## config.mk

```make
export PLATFORM = sky130hd
export DESIGN_NAME = sync_length_xor_frame_receiver_flat
export DESIGN_NICKNAME = d
export VERILOG_FILES = /design/src/hw/rtl/sxfr_pkg.sv /design/src/hw/rtl/sxfr_if.sv /design/src/hw/rtl/sxfr_store.sv /design/src/hw/rtl/sxfr_ctrl.sv /design/src/hw/rtl/sync_length_xor_frame_receiver.sv /design/src/flat_wrapper.sv
export SDC_FILE = /design/constraint.sdc
export NUM_CORES = 1
export LEC_CHECK = 0
export ABC_AREA = 1
export BUFFER_PORTS_ARGS = -buffer_cell sky130_fd_sc_hd__buf_2
export CAP_MARGIN = 20
export CORE_MARGIN = 5
export CORE_UTILIZATION = 29
export DETAILED_ROUTE_END_ITERATION = 16
export PLACE_DENSITY = 0.52
export SLEW_MARGIN = 5
export SYNTH_ARGS = -nofsm -noshare
export SYNTH_HDL_FRONTEND = slang
export SYNTH_SLANG_ARGS = --single-unit
```

## constraint.sdc

```tcl
create_clock -name clock -period 3.47 [get_ports clock]
set_input_delay 0.694 -clock clock [delete_from_list [all_inputs] [get_ports clock]]
set_output_delay 0.694 -clock clock [all_outputs]
set_load 0.05 [all_outputs]
```

## src/hw/rtl/sxfr_pkg.sv

```systemverilog
package sxfr_pkg;

   localparam int MAX_PAYLOAD = 32;
   localparam int ADDR_W      = $clog2(MAX_PAYLOAD);
   localparam int LEN_W       = 6;
   localparam int BYTE_W      = 8;
   localparam int KIND_W      = 2;
   localparam int POS_W       = 5;
   localparam int CSR_INDEX_W = 2;

   typedef logic [BYTE_W-1:0] byte_type;
   typedef logic [ADDR_W-1:0] addr_type;
   typedef logic [LEN_W-1:0]  len_type;

   localparam byte_type FIRST_SYNC_RESET  = 8'h06;
   localparam byte_type SECOND_SYNC_RESET = 8'h85;

   localparam logic [CSR_INDEX_W-1:0] CSR_FIRST_SYNC  = 2'd0;
   localparam logic [CSR_INDEX_W-1:0] CSR_SECOND_SYNC = 2'd1;

   typedef enum logic [2:0] {
      ST_SYNC1,
      ST_SYNC2,
      ST_LENGTH,
      ST_PAYLOAD,
      ST_CHECK,
      ST_REPLAY
   } state_type;

   typedef enum logic [KIND_W-1:0] {
      KIND_DATA     = 2'd0,
      KIND_BADSUM   = 2'd1,
      KIND_OVERSIZE = 2'd2
   } kind_type;

   typedef struct packed {
      logic     wr_en;
      addr_type wr_addr;
      byte_type wr_data;
      addr_type rd_addr;
   } mem_req_type;

endpackage

```

## src/hw/rtl/sxfr_if.sv

```systemverilog
interface sxfr_req_if;
   logic                   valid;
   logic                   ready;
   sxfr_pkg::byte_type     rx_byte;

   modport source (output valid, output rx_byte, input ready);
   modport sink (input valid, input rx_byte, output ready);
endinterface

interface sxfr_rsp_if;
   logic                        valid;
   logic                        ready;
   logic [sxfr_pkg::KIND_W-1:0] kind;
   sxfr_pkg::byte_type          data;
   logic [sxfr_pkg::POS_W-1:0]  position;
   logic                        last;

   modport source (output valid, output kind, output data, output position, output last,
                   input ready);
   modport sink (input valid, input kind, input data, input position, input last,
                 output ready);
endinterface

interface sxfr_csr_if;
   logic                             valid;
   logic                             ready;
   logic [sxfr_pkg::CSR_INDEX_W-1:0] index;
   sxfr_pkg::byte_type               wdata;

   modport source (output valid, output index, output wdata, input ready);
   modport sink (input valid, input index, input wdata, output ready);
endinterface

```

## src/hw/rtl/sxfr_store.sv

```systemverilog
module sxfr_store (
   input  logic                  clock,
   input  sxfr_pkg::mem_req_type mem_req,
   output sxfr_pkg::byte_type    rd_data
);

   sxfr_pkg::byte_type mem_ff [sxfr_pkg::MAX_PAYLOAD];
   sxfr_pkg::byte_type rd_data_ff;

   always_ff @(posedge clock) begin
      if (mem_req.wr_en) begin
         mem_ff[mem_req.wr_addr] <= mem_req.wr_data;
      end
      rd_data_ff <= mem_ff[mem_req.rd_addr];
   end

   assign rd_data = rd_data_ff;

endmodule

```

## src/hw/rtl/sxfr_ctrl.sv

```systemverilog
module sxfr_ctrl (
   input  logic                  clock,
   input  logic                  reset,
   sxfr_req_if.sink              req,
   sxfr_rsp_if.source            rsp,
   sxfr_csr_if.sink              csr,
   output sxfr_pkg::mem_req_type mem_req,
   input  sxfr_pkg::byte_type    rd_data
);

   sxfr_pkg::state_type            state_ff, state_in;
   sxfr_pkg::byte_type             first_sync_ff, second_sync_ff;
   sxfr_pkg::len_type              len_ff, len_in;
   sxfr_pkg::len_type              count_ff, count_in;
   sxfr_pkg::byte_type             xor_ff, xor_in;
   sxfr_pkg::addr_type             idx_ff, idx_in;
   logic                           rsp_valid_ff, rsp_valid_in;
   logic [sxfr_pkg::KIND_W-1:0]    rsp_kind_ff, rsp_kind_in;
   sxfr_pkg::byte_type             rsp_data_ff, rsp_data_in;
   logic [sxfr_pkg::POS_W-1:0]     rsp_pos_ff, rsp_pos_in;
   logic                           rsp_last_ff, rsp_last_in;
   logic                           out_free;
   logic                           accept;
   logic                           is_last;
   sxfr_pkg::len_type              count_inc;
   sxfr_pkg::len_type              idx_inc;
   sxfr_pkg::byte_type             b;

   assign b         = req.rx_byte;
   assign out_free  = !rsp_valid_ff || rsp.ready;
   assign req.ready = out_free && (state_ff != sxfr_pkg::ST_REPLAY);
   assign accept    = req.valid && req.ready;
   assign count_inc = count_ff + sxfr_pkg::LEN_W'(1);
   assign idx_inc   = sxfr_pkg::LEN_W'(idx_ff) + sxfr_pkg::LEN_W'(1);
   assign is_last   = (idx_inc == len_ff);
   assign csr.ready = 1'b1;

   always_ff @(posedge clock) begin
      if (reset) begin
         state_ff       <= sxfr_pkg::ST_SYNC1;
         first_sync_ff  <= sxfr_pkg::FIRST_SYNC_RESET;
         second_sync_ff <= sxfr_pkg::SECOND_SYNC_RESET;
         len_ff         <= '0;
         count_ff       <= '0;
         xor_ff         <= '0;
         idx_ff         <= '0;
         rsp_valid_ff   <= 1'b0;
      end else begin
         state_ff     <= state_in;
         len_ff       <= len_in;
         count_ff     <= count_in;
         xor_ff       <= xor_in;
         idx_ff       <= idx_in;
         rsp_valid_ff <= rsp_valid_in;
         if (csr.valid && csr.index == sxfr_pkg::CSR_FIRST_SYNC) begin
            first_sync_ff <= csr.wdata;
         end
         if (csr.valid && csr.index == sxfr_pkg::CSR_SECOND_SYNC) begin
            second_sync_ff <= csr.wdata;
         end
      end
   end

   always_ff @(posedge clock) begin
      rsp_kind_ff <= rsp_kind_in;
      rsp_data_ff <= rsp_data_in;
      rsp_pos_ff  <= rsp_pos_in;
      rsp_last_ff <= rsp_last_in;
   end

   always_comb begin
      state_in        = state_ff;
      len_in          = len_ff;
      count_in        = count_ff;
      xor_in          = xor_ff;
      idx_in          = idx_ff;
      rsp_valid_in    = rsp_valid_ff && !rsp.ready;
      rsp_kind_in     = rsp_kind_ff;
      rsp_data_in     = rsp_data_ff;
      rsp_pos_in      = rsp_pos_ff;
      rsp_last_in     = rsp_last_ff;
      mem_req.wr_en   = 1'b0;
      mem_req.wr_addr = count_ff[sxfr_pkg::ADDR_W-1:0];
      mem_req.wr_data = b;
      mem_req.rd_addr = idx_ff;

      unique case (state_ff)
         sxfr_pkg::ST_SYNC1: begin
            if (accept) begin
               state_in = (b == first_sync_ff) ? sxfr_pkg::ST_SYNC2 : sxfr_pkg::ST_SYNC1;
            end
         end
         sxfr_pkg::ST_SYNC2: begin
            if (accept) begin
               state_in = (b == second_sync_ff) ? sxfr_pkg::ST_LENGTH : sxfr_pkg::ST_SYNC1;
            end
         end
         sxfr_pkg::ST_LENGTH: begin
            if (accept) begin
               if (b == '0) begin
                  state_in = sxfr_pkg::ST_SYNC1;
               end else if (b > sxfr_pkg::BYTE_W'(sxfr_pkg::MAX_PAYLOAD)) begin
                  rsp_valid_in = 1'b1;
                  rsp_kind_in  = sxfr_pkg::KIND_OVERSIZE;
                  rsp_data_in  = '0;
                  rsp_pos_in   = '0;
                  rsp_last_in  = 1'b1;
                  state_in     = sxfr_pkg::ST_SYNC1;
               end else begin
                  len_in   = b[sxfr_pkg::LEN_W-1:0];
                  count_in = '0;
                  xor_in   = b;
                  state_in = sxfr_pkg::ST_PAYLOAD;
               end
            end
         end
         sxfr_pkg::ST_PAYLOAD: begin
            if (accept) begin
               mem_req.wr_en = (count_ff < sxfr_pkg::LEN_W'(sxfr_pkg::MAX_PAYLOAD));
               xor_in        = xor_ff ^ b;
               count_in      = count_inc;
               if (count_inc >= len_ff) begin
                  state_in = sxfr_pkg::ST_CHECK;
               end
            end
         end
         sxfr_pkg::ST_CHECK: begin
            if (accept) begin
               count_in = '0;
               if (b == xor_ff) begin
                  idx_in          = '0;
                  mem_req.rd_addr = '0;
                  state_in        = sxfr_pkg::ST_REPLAY;
               end else begin
                  rsp_valid_in = 1'b1;
                  rsp_kind_in  = sxfr_pkg::KIND_BADSUM;
                  rsp_data_in  = '0;
                  rsp_pos_in   = '0;
                  rsp_last_in  = 1'b1;
                  state_in     = sxfr_pkg::ST_SYNC1;
               end
            end
         end
         sxfr_pkg::ST_REPLAY: begin
            // The read for the current entry was issued earlier and is registered in the store; the
            // next entry is fetched as the current one moves into the output register.
            if (out_free) begin
               rsp_valid_in = 1'b1;
               rsp_kind_in  = sxfr_pkg::KIND_DATA;
               rsp_data_in  = rd_data;
               rsp_pos_in   = idx_ff;
               rsp_last_in  = is_last;
               if (is_last) begin
                  state_in = sxfr_pkg::ST_SYNC1;
               end else begin
                  idx_in          = idx_inc[sxfr_pkg::ADDR_W-1:0];
                  mem_req.rd_addr = idx_inc[sxfr_pkg::ADDR_W-1:0];
               end
            end
         end
         default: begin
            state_in = sxfr_pkg::ST_SYNC1;
         end
      endcase
   end

   assign rsp.valid    = rsp_valid_ff;
   assign rsp.kind     = rsp_kind_ff;
   assign rsp.data     = rsp_data_ff;
   assign rsp.position = rsp_pos_ff;
   assign rsp.last     = rsp_last_ff;

endmodule

```

## src/hw/rtl/sync_length_xor_frame_receiver.sv

```systemverilog
// Takes one byte per cycle while hunting, reading header, storing payload or checking, unless stalled.
// An error item appears in the cycle after the length or checksum byte that causes it.
// A good frame of N bytes is replayed from payload memory via the store and output registers,
// one item per cycle unless one is held off; no input is taken until the last one is loaded.
// Each cycle that the receiver holds off a waiting item stalls both the input and the replay.
// Reset clears the frame state and output valid and restores sync bytes 0x06 and 0x85.
module sync_length_xor_frame_receiver (
   input logic        clock,
   input logic        reset,
   sxfr_req_if.sink   req_ch,
   sxfr_rsp_if.source rsp_ch,
   sxfr_csr_if.sink   csr_ch
);

   sxfr_pkg::mem_req_type mem_req;
   sxfr_pkg::byte_type    rd_data;

   sxfr_ctrl u_ctrl (
      .clock   (clock),
      .reset   (reset),
      .req     (req_ch),
      .rsp     (rsp_ch),
      .csr     (csr_ch),
      .mem_req (mem_req),
      .rd_data (rd_data)
   );

   sxfr_store u_store (
      .clock   (clock),
      .mem_req (mem_req),
      .rd_data (rd_data)
   );

endmodule

```

## src/flat_wrapper.sv

```systemverilog
// flat-port wrapper written by rule: the top's interface ports become plain ports
module sync_length_xor_frame_receiver_flat 
  (clock, reset, req_ch_valid, req_ch_rx_byte, req_ch_ready, rsp_ch_valid, rsp_ch_kind, rsp_ch_data, rsp_ch_position, rsp_ch_last, rsp_ch_ready, csr_ch_valid, csr_ch_index, csr_ch_wdata, csr_ch_ready);
  sxfr_req_if req_ch_i ();
  sxfr_rsp_if rsp_ch_i ();
  sxfr_csr_if csr_ch_i ();
  input logic clock;
  input logic reset;
  input wire logic [$bits(req_ch_i.valid)-1:0] req_ch_valid;
  input wire logic [$bits(req_ch_i.rx_byte)-1:0] req_ch_rx_byte;
  output wire logic [$bits(req_ch_i.ready)-1:0] req_ch_ready;
  output wire logic [$bits(rsp_ch_i.valid)-1:0] rsp_ch_valid;
  output wire logic [$bits(rsp_ch_i.kind)-1:0] rsp_ch_kind;
  output wire logic [$bits(rsp_ch_i.data)-1:0] rsp_ch_data;
  output wire logic [$bits(rsp_ch_i.position)-1:0] rsp_ch_position;
  output wire logic [$bits(rsp_ch_i.last)-1:0] rsp_ch_last;
  input wire logic [$bits(rsp_ch_i.ready)-1:0] rsp_ch_ready;
  input wire logic [$bits(csr_ch_i.valid)-1:0] csr_ch_valid;
  input wire logic [$bits(csr_ch_i.index)-1:0] csr_ch_index;
  input wire logic [$bits(csr_ch_i.wdata)-1:0] csr_ch_wdata;
  output wire logic [$bits(csr_ch_i.ready)-1:0] csr_ch_ready;
  assign req_ch_i.valid = req_ch_valid;
  assign req_ch_i.rx_byte = req_ch_rx_byte;
  assign req_ch_ready = req_ch_i.ready;
  assign rsp_ch_valid = rsp_ch_i.valid;
  assign rsp_ch_kind = rsp_ch_i.kind;
  assign rsp_ch_data = rsp_ch_i.data;
  assign rsp_ch_position = rsp_ch_i.position;
  assign rsp_ch_last = rsp_ch_i.last;
  assign rsp_ch_i.ready = rsp_ch_ready;
  assign csr_ch_i.valid = csr_ch_valid;
  assign csr_ch_i.index = csr_ch_index;
  assign csr_ch_i.wdata = csr_ch_wdata;
  assign csr_ch_ready = csr_ch_i.ready;
  sync_length_xor_frame_receiver u_core (.clock(clock), .reset(reset), .req_ch(req_ch_i), .rsp_ch(rsp_ch_i), .csr_ch(csr_ch_i));
endmodule
```

=== Word level (Yosys, flattened, before mapping) ===
Memories as Yosys holds them, arrays and structs flattened. A register that Yosys moved wholly into a read port is not among the register bits.
Index checks and enable logic that the tools add are counted.
W data, S select, Z words.

* Bits in registers: 61
* RAM bits: 256
* Input bits: 23
* Output and inout bits: 19
* Word-level logic and storage cells: 132
* Memories: 1

{| class="wikitable"
|+ Memories
! name !! words !! width !! read ports !! clocked after memory_dff !! write ports !! RTL line !! text
|-
| u_core.u_store.mem_ff || 32 || 8 || 1 || 1 || 1 || sxfr_store.sv:7 || <nowiki>sxfr_pkg::byte_type mem_ff [sxfr_pkg::MAX_PAYLOAD];</nowiki>
|}

* Add/subtract/negate cells: 2
* Magnitude comparators: 3
* Equal/unequal tests: 23
* Muxes and demuxes: 69
* Bitwise operators: 3
* Reduce and logical (&&, ||, !) cells: 19

{| class="wikitable"
|+ Operators with widths
! cell !! count
|-
| $mux W8 || 10
|-
| $mux W5 || 10
|-
| $mux W6 || 5
|-
| $mux W3 || 9
|-
| $eq A8 B8 Y1 || 3
|-
| $ne A2 B2 Y1 const B || 12
|-
| $pmux W8 S3 || 1
|-
| $mux W2 || 9
|-
| $pmux W3 S6 || 1
|-
| $pmux W6 S3 || 1
|-
| $mux W1 || 17
|-
| $pmux W8 S2 || 1
|-
| $pmux W5 S3 || 1
|-
| $pmux W5 S2 || 1
|-
| $gt A8 B6 Y1 const B || 1
|-
| $logic_not A8 Y1 || 1
|-
| $reduce_and A8 Y1 || 1
|-
| $xor A8 B8 Y8 || 1
|-
| $reduce_and A7 Y1 || 1
|-
| $add A5 B1 Y6 const B || 1
|-
| $add A6 B1 Y6 const B || 1
|-
| $eq A3 B2 Y1 const B || 2
|-
| $eq A3 B3 Y1 const B || 2
|-
| $eq A6 B6 Y1 || 1
|-
| 18 further kinds || 26
|}

=== Longest topological paths before layout ===
* Word-level depth: 8
* Mapped depth: 22
* Mapped depth without buffers: 20

=== Cells and area by module ===
A second synthesis with hierarchy kept.

* Cells, all modules: 1417
* Area, all modules: 14387.5 µm²

{| class="wikitable"
|+ By module, submodules not included
! module !! times used !! cells an instance !! area an instance (µm²) !! seq. area each (µm²)
|-
| sxfr_store || 1 || 922 || 10786.6 || 7847.5
|-
| sxfr_ctrl || 1 || 495 || 3601.0 || 1381.3
|}

=== Worst setup path before layout ===
OpenSTA, ideal clock, no wires.

* Kind: input to register
* Start: input port rsp_ch_ready
* End: register u_core.u_ctrl.rsp_data_ff[0] (netlist: u_core.u_ctrl.rsp.data[0]) (enable)
* Setup time: 430 ps
* Arrival: 3049 ps
* Data required time: 3040 ps
* Path slack: -9 ps
* Stages on the path: 8
* Buffers on the path: 0
* Cell sequence: nor2_1 -> inv_2 -> nand2_1 -> inv_2 -> nand2_2 -> nand2_1 -> o221ai_1 -> nor4_1

* Longest elaborated chain between the ends: 5
* Elaborated cells on any way between the ends: 7
* Classes of those cells: eq/ne: 3; reduce/logical: 4

{| class="wikitable"
|+ Ends and longest elaborated chain
! item !! RTL line !! text
|-
| from (decl) || flat_wrapper.sv:17 || <nowiki>input wire logic [$bits(rsp_ch_i.ready)-1:0] rsp_ch_ready;</nowiki>
|-
| $logic_or A1 B1 Y1 * || sxfr_ctrl.sv:30 || <nowiki>assign out_free = !rsp_valid_ff || rsp.ready;</nowiki>
|-
| $logic_and A1 B1 Y1 * || sxfr_ctrl.sv:31 || <nowiki>assign req.ready = out_free && (state_ff != sxfr_pkg::ST_REPLAY);</nowiki>
|-
| net req_ch_ready || flat_wrapper.sv:11 || <nowiki>output wire logic [$bits(req_ch_i.ready)-1:0] req_ch_ready;</nowiki>
|-
| $logic_and A1 B1 Y1 * || sxfr_ctrl.sv:32 || <nowiki>assign accept = req.valid && req.ready;</nowiki>
|-
| $ne A2 B2 Y1 (no line) || - ||
|-
| $reduce_and A7 Y1 (no line) * || - ||
|-
| to (signal assigned) || sxfr_ctrl.sv:66 || <nowiki>rsp_data_ff <= rsp_data_in;</nowiki>
|-
| to (decl) || sxfr_ctrl.sv:19 || <nowiki>sxfr_pkg::byte_type rsp_data_ff, rsp_data_in;</nowiki>
|}

Mark *: on every way through the listed nets, which the timed path passes. The rest lies on a longest branch.
A chain may end at the register's enable or synchronous reset.

=== Worst setup path in the final report ===
* Start: register u_core.u_ctrl.idx_ff[1]
* End: register u_core.u_store.rd_data_ff[2] (netlist: u_core.u_store.rd_data[2]) (read register of u_core.u_store.mem_ff)

* Longest elaborated chain between the ends: 5
* Elaborated cells on any way between the ends: 7
* Classes of those cells: add/sub: 1; eq/ne: 1; mux: 5

{| class="wikitable"
|+ Ends and longest elaborated chain
! item !! RTL line !! text
|-
| from (decl) || sxfr_ctrl.sv:16 || <nowiki>sxfr_pkg::addr_type idx_ff, idx_in;</nowiki>
|-
| from (signal assigned) || sxfr_ctrl.sv:53 || <nowiki>idx_ff <= idx_in;</nowiki>
|-
| $add A5 B1 Y6 || sxfr_ctrl.sv:34 || <nowiki>assign idx_inc = sxfr_pkg::LEN_W'(idx_ff) + sxfr_pkg::LEN_W'(1);</nowiki>
|-
| $eq A6 B6 Y1 || sxfr_ctrl.sv:35 || <nowiki>assign is_last = (idx_inc == len_ff);</nowiki>
|-
| $mux W5 || sxfr_ctrl.sv:153 || <nowiki>if (is_last) begin</nowiki>
|-
| $mux W5 || sxfr_ctrl.sv:147 || <nowiki>if (out_free) begin</nowiki>
|-
| $pmux W5 S2 * || - ||
|-
| to (decl) || sxfr_store.sv:8 || <nowiki>sxfr_pkg::byte_type rd_data_ff;</nowiki>
|}

Mark *: on every way between the ends. The rest lies on a longest branch, timed or not.

==> run metrics <==
count leader, synth=sky130_fd_sc_hd__nand2_1; Synth async-reset ratio=0%; violation count after the first detailed-routing iteration=917; number of enable flip-flop cells after synthesis=272; largest clock skew in the final design=0.00791 ns; ant diodes=0; hold violation total from the final report=0; Distinct cells, synth=40; Post-Synthesis Mean Instance Area=9.74 µm²; half-perimeter wire length of the detailed placement result=27700 µm; Fin Hold WS=0.418 ns; Core Area=0.0502 mm²; CTS HTree Levels=2; root buffer cell=sky130_fd_sc_hd__clkbuf_16; leading cell types by count after synthesis=sky130_fd_sc_hd__nand2_1, sky130_fd_sc_hd__edfxtp_1, sky130_fd_sc_hd__nand3_1; post-detailed-placement cell area=0.0161 mm²; 1st-pass router iterations=5; setup repair after global routing missed its margin=false; worst hold path class=in -> reg; antenna violations before repair=1; final count of pins violating max slew=0; Post-Synth Adder-Cell Area=0.934%; type of destination of the critical path=flop; post-synth top area share=55.4%; share of the synthesized netlist area taken by xor and xnor gates=1.31%; sequential-to-total area share from yosys stat=62.6%; Routed Antenna Nets=0; count of filler cells inserted in the layout=5102; commonest register cell after synthesis=sky130_fd_sc_hd__edfxtp_1; Final Power=8.55 mW; run status=completed; largest area contributor in the synthesized netlist=sky130_fd_sc_hd__edfxtp_1; Tightest Pin Transition=0.962 ns; number of instances in the synthesized netlist=1514; leftover overflow at the end of global routing=0; area of the mapped netlist=0.0147 mm²; final core utilization=34.1%; count of buffers inserted at the top-level ports=40; area growth from synthesis to layout=16.2%; clock-pin slew reported for the worst setup and hold paths after clock tree synthesis=0.06 ns; combinational family with the most area after synthesis=simple AND/OR/NAND/NOR gates; Achievable Freq=321 MHz; Post-Place Cells=2216; Setup Viol. Count Final=0; area of combinational cells with multiple inputs=0.00448 mm²; pin count of the biggest net entering global routing=97; drc violations=0; final total negative setup slack=0 ns; total number of clock tree sinks=325; total vias in the final route=10967; Core Rows=82; worst slew margin relative to its limit=35.8%; nets@finish=1617; number of flip-flops and latches in the synthesized netlist=325; final cell area excluding filler cells=0.0171 mm²; Routed Wire Length=43500 µm; power density over the cells=499 mW/mm²; IO Pins=42; effective utilization at floorplan=29.4%; top area cells in the synthesized netlist=sky130_fd_sc_hd__edfxtp_1, sky130_fd_sc_hd__nand2_1, sky130_fd_sc_hd__dfxtp_1; average wire length per cell after detail routing=19.1 µm; number of CTS-inserted buffers=37; simple-gate share of the synthesized area=24.4%; # hold bufs at CTS=0; GR Util All Layers=15.2%; area fraction in compound gates after synthesis=3.45%; arrival time worst endpoint=3.58 ns; share of final-layout standard cells stronger than drive strength 1=12.0%; overall die height=235 µm; final critical-path required period=3.12 ns; post-placement setup slack=0.0762 ns; register area=0.00923 mm²; final clock period utilization by the worst path=89.8%; largest vdd supply drop=0.267 mV; total of warnings raised by yosys=0; multiplexer share of the synthesized area=0%; post-route worst setup slack=0.352 ns; static leakage power=6.82 nW; Total Die Area=0.0554 mm²; placer congestion estimate=0.851; first-pass GRT wire length=66200 µm; vias in the first global route=10677; number of non-filler instances in the completed layout=2279; mean number of vias per cell=4.81; total nets after synthesis=1548; clock latency at the later pin of the worst-skew pair=0.51 ns; maximum fanout encountered on the critical timing path=49; critical path required time=3.93 ns; Max Root-Sink Buffers=3; MaxCap Viol Count=0; Die Span X=235 µm; Worst Setup Start Kind=flop; TritonCTS clock tree=built; critical path class=reg -> reg
[cell type report]
type / instances / share of cell area, %
sequential: 325 / 53.9
multi-input combinational: 938 / 26.2
clock buffer: 53 / 5.87
timing repair buffer: 119 / 5.36
tap: 672 / 4.91
inverter: 162 / 3.55
clock inverter: 10 / 0.285
[per-layer routing]
metal / global-route usage (%) / part of all wire, % / vias up / wire length, µm
met5: 0 / 0 / - / 0
met4: 4.40 / 2.7 / 0 / 1170
met3: 1.99 / 4.5 / 68 / 1970
met2: 25.3 / 48 / 284 / 20800
li1: - / - / 5252 / -
met1: 20.8 / 45 / 5363 / 19500
[worst max-delay path: stages (launching register included)]
cell and delay, ns:
sky130_fd_sc_hd__dfxtp_1 0.46, sky130_fd_sc_hd__ha_1 0.24, sky130_fd_sc_hd__nand3_1 0.14, sky130_fd_sc_hd__xor2_1 0.25
sky130_fd_sc_hd__nand2_1 0.08, sky130_fd_sc_hd__nand2_1 0.08, sky130_fd_sc_hd__nand3_2 0.13, sky130_fd_sc_hd__nand2_2 0.14
sky130_fd_sc_hd__nand2_1 0.09, sky130_fd_sc_hd__nand2_1 0.10, sky130_fd_sc_hd__nand2_1 0.07, sky130_fd_sc_hd__nand2_2 0.10
sky130_fd_sc_hd__buf_12 0.24, sky130_fd_sc_hd__buf_4 0.24, sky130_fd_sc_hd__nand3_1 0.12, sky130_fd_sc_hd__nand2_1 0.11
sky130_fd_sc_hd__nand2_1 0.05, sky130_fd_sc_hd__nand3_1 0.16, sky130_fd_sc_hd__nand3_1 0.12, sky130_fd_sc_hd__nand2_1 0.07
[final timing paths]
check	start	to	slack, ns	cells after the start
worst min-delay path	csr_ch_wdata[2]	u_core.u_ctrl.second_sync_ff[2]	0.42	3
worst max-delay path	u_core.u_ctrl.idx_ff[1]	u_core.u_store.rd_data[2]	0.35	19
worst max register to register	u_core.u_ctrl.idx_ff[1]	u_core.u_store.rd_data[2]	0.35	19
worst min register to register	u_core.u_ctrl.second_sync_ff[1]	u_core.u_ctrl.second_sync_ff[1]	0.47	2
[sequential cells by signal, indices dropped and copies added (netlist names), 5 cells and up]
name and flops:
u_core.u_ctrl.count_ff 6, u_core.u_ctrl.first_sync_ff 8, u_core.u_ctrl.idx_ff 5, u_core.u_ctrl.len_ff 6, u_core.u_ctrl.rsp.data 8, u_core.u_ctrl.rsp.position 5
u_core.u_ctrl.second_sync_ff 8, u_core.u_ctrl.xor_ff 8, u_core.u_store.mem_ff 256, u_core.u_store.rd_data 8
[where the power goes]
group	switching (mW)	internal [mW]	total [mW]
combinational	0.523	0.189	0.711
clock	1.50	2.01	3.51
sequential	0.0395	4.29	4.33
[repair_timing]
| action | 4_1_cts | 5_1_grt |
|---|---|---|
| gates resized for setup | 0 | 1 |
| endpoints found under the hold margin | 0 | 0 |
| setup buffers | 0 | 0 |
| setup endpoints to repair | 0 | 3 |
[cell families after synthesis]
kind of cell,after synthesis
AND/OR/NAND/NOR,817
other,1
AO/OA/AOI/OAI,87
adder cells (fa/ha/maj),11
XOR/XNOR,22
buffers and inverters,251
flip-flops,325
[cell usage in the layout, fill, tap and decap left out, types with 2 or more instances in the layout]
cell type                   synthesis  final
sky130_fd_sc_hd__nand2_1          428    427
sky130_fd_sc_hd__edfxtp_1         272    272
sky130_fd_sc_hd__nand3_1          164    164
sky130_fd_sc_hd__inv_1            152    152
sky130_fd_sc_hd__nor2_1           100    100
sky130_fd_sc_hd__nand4_1           99     99
sky130_fd_sc_hd__buf_4             15     69
sky130_fd_sc_hd__dfxtp_1           53     52
sky130_fd_sc_hd__buf_2             35     40
sky130_fd_sc_hd__a21oi_1           39     39
sky130_fd_sc_hd__clkbuf_16          0     37
sky130_fd_sc_hd__o21ai_0           28     28
sky130_fd_sc_hd__clkbuf_1          33     14
sky130_fd_sc_hd__xnor2_1           12     12
sky130_fd_sc_hd__ha_1              11     11
sky130_fd_sc_hd__xor2_1            10     10
sky130_fd_sc_hd__buf_12             0     10
sky130_fd_sc_hd__inv_2              9      9
sky130_fd_sc_hd__a211oi_1           7      7
sky130_fd_sc_hd__nor3_1             6      6
sky130_fd_sc_hd__clkinv_1           1      5
sky130_fd_sc_hd__clkinv_2           0      5
sky130_fd_sc_hd__nand2_2            5      4
sky130_fd_sc_hd__nor4_1             4      3
sky130_fd_sc_hd__or2_2              3      3
sky130_fd_sc_hd__nor2_2             2      2
sky130_fd_sc_hd__o22ai_1            2      2
sky130_fd_sc_hd__a21boi_0           2      2
sky130_fd_sc_hd__nand2_4            0      2
sky130_fd_sc_hd__nand3_4            0      2
sky130_fd_sc_hd__o22ai_2            2      2
sky130_fd_sc_hd__clkbuf_8           0      2
Power figures use the tool's default switching activity.
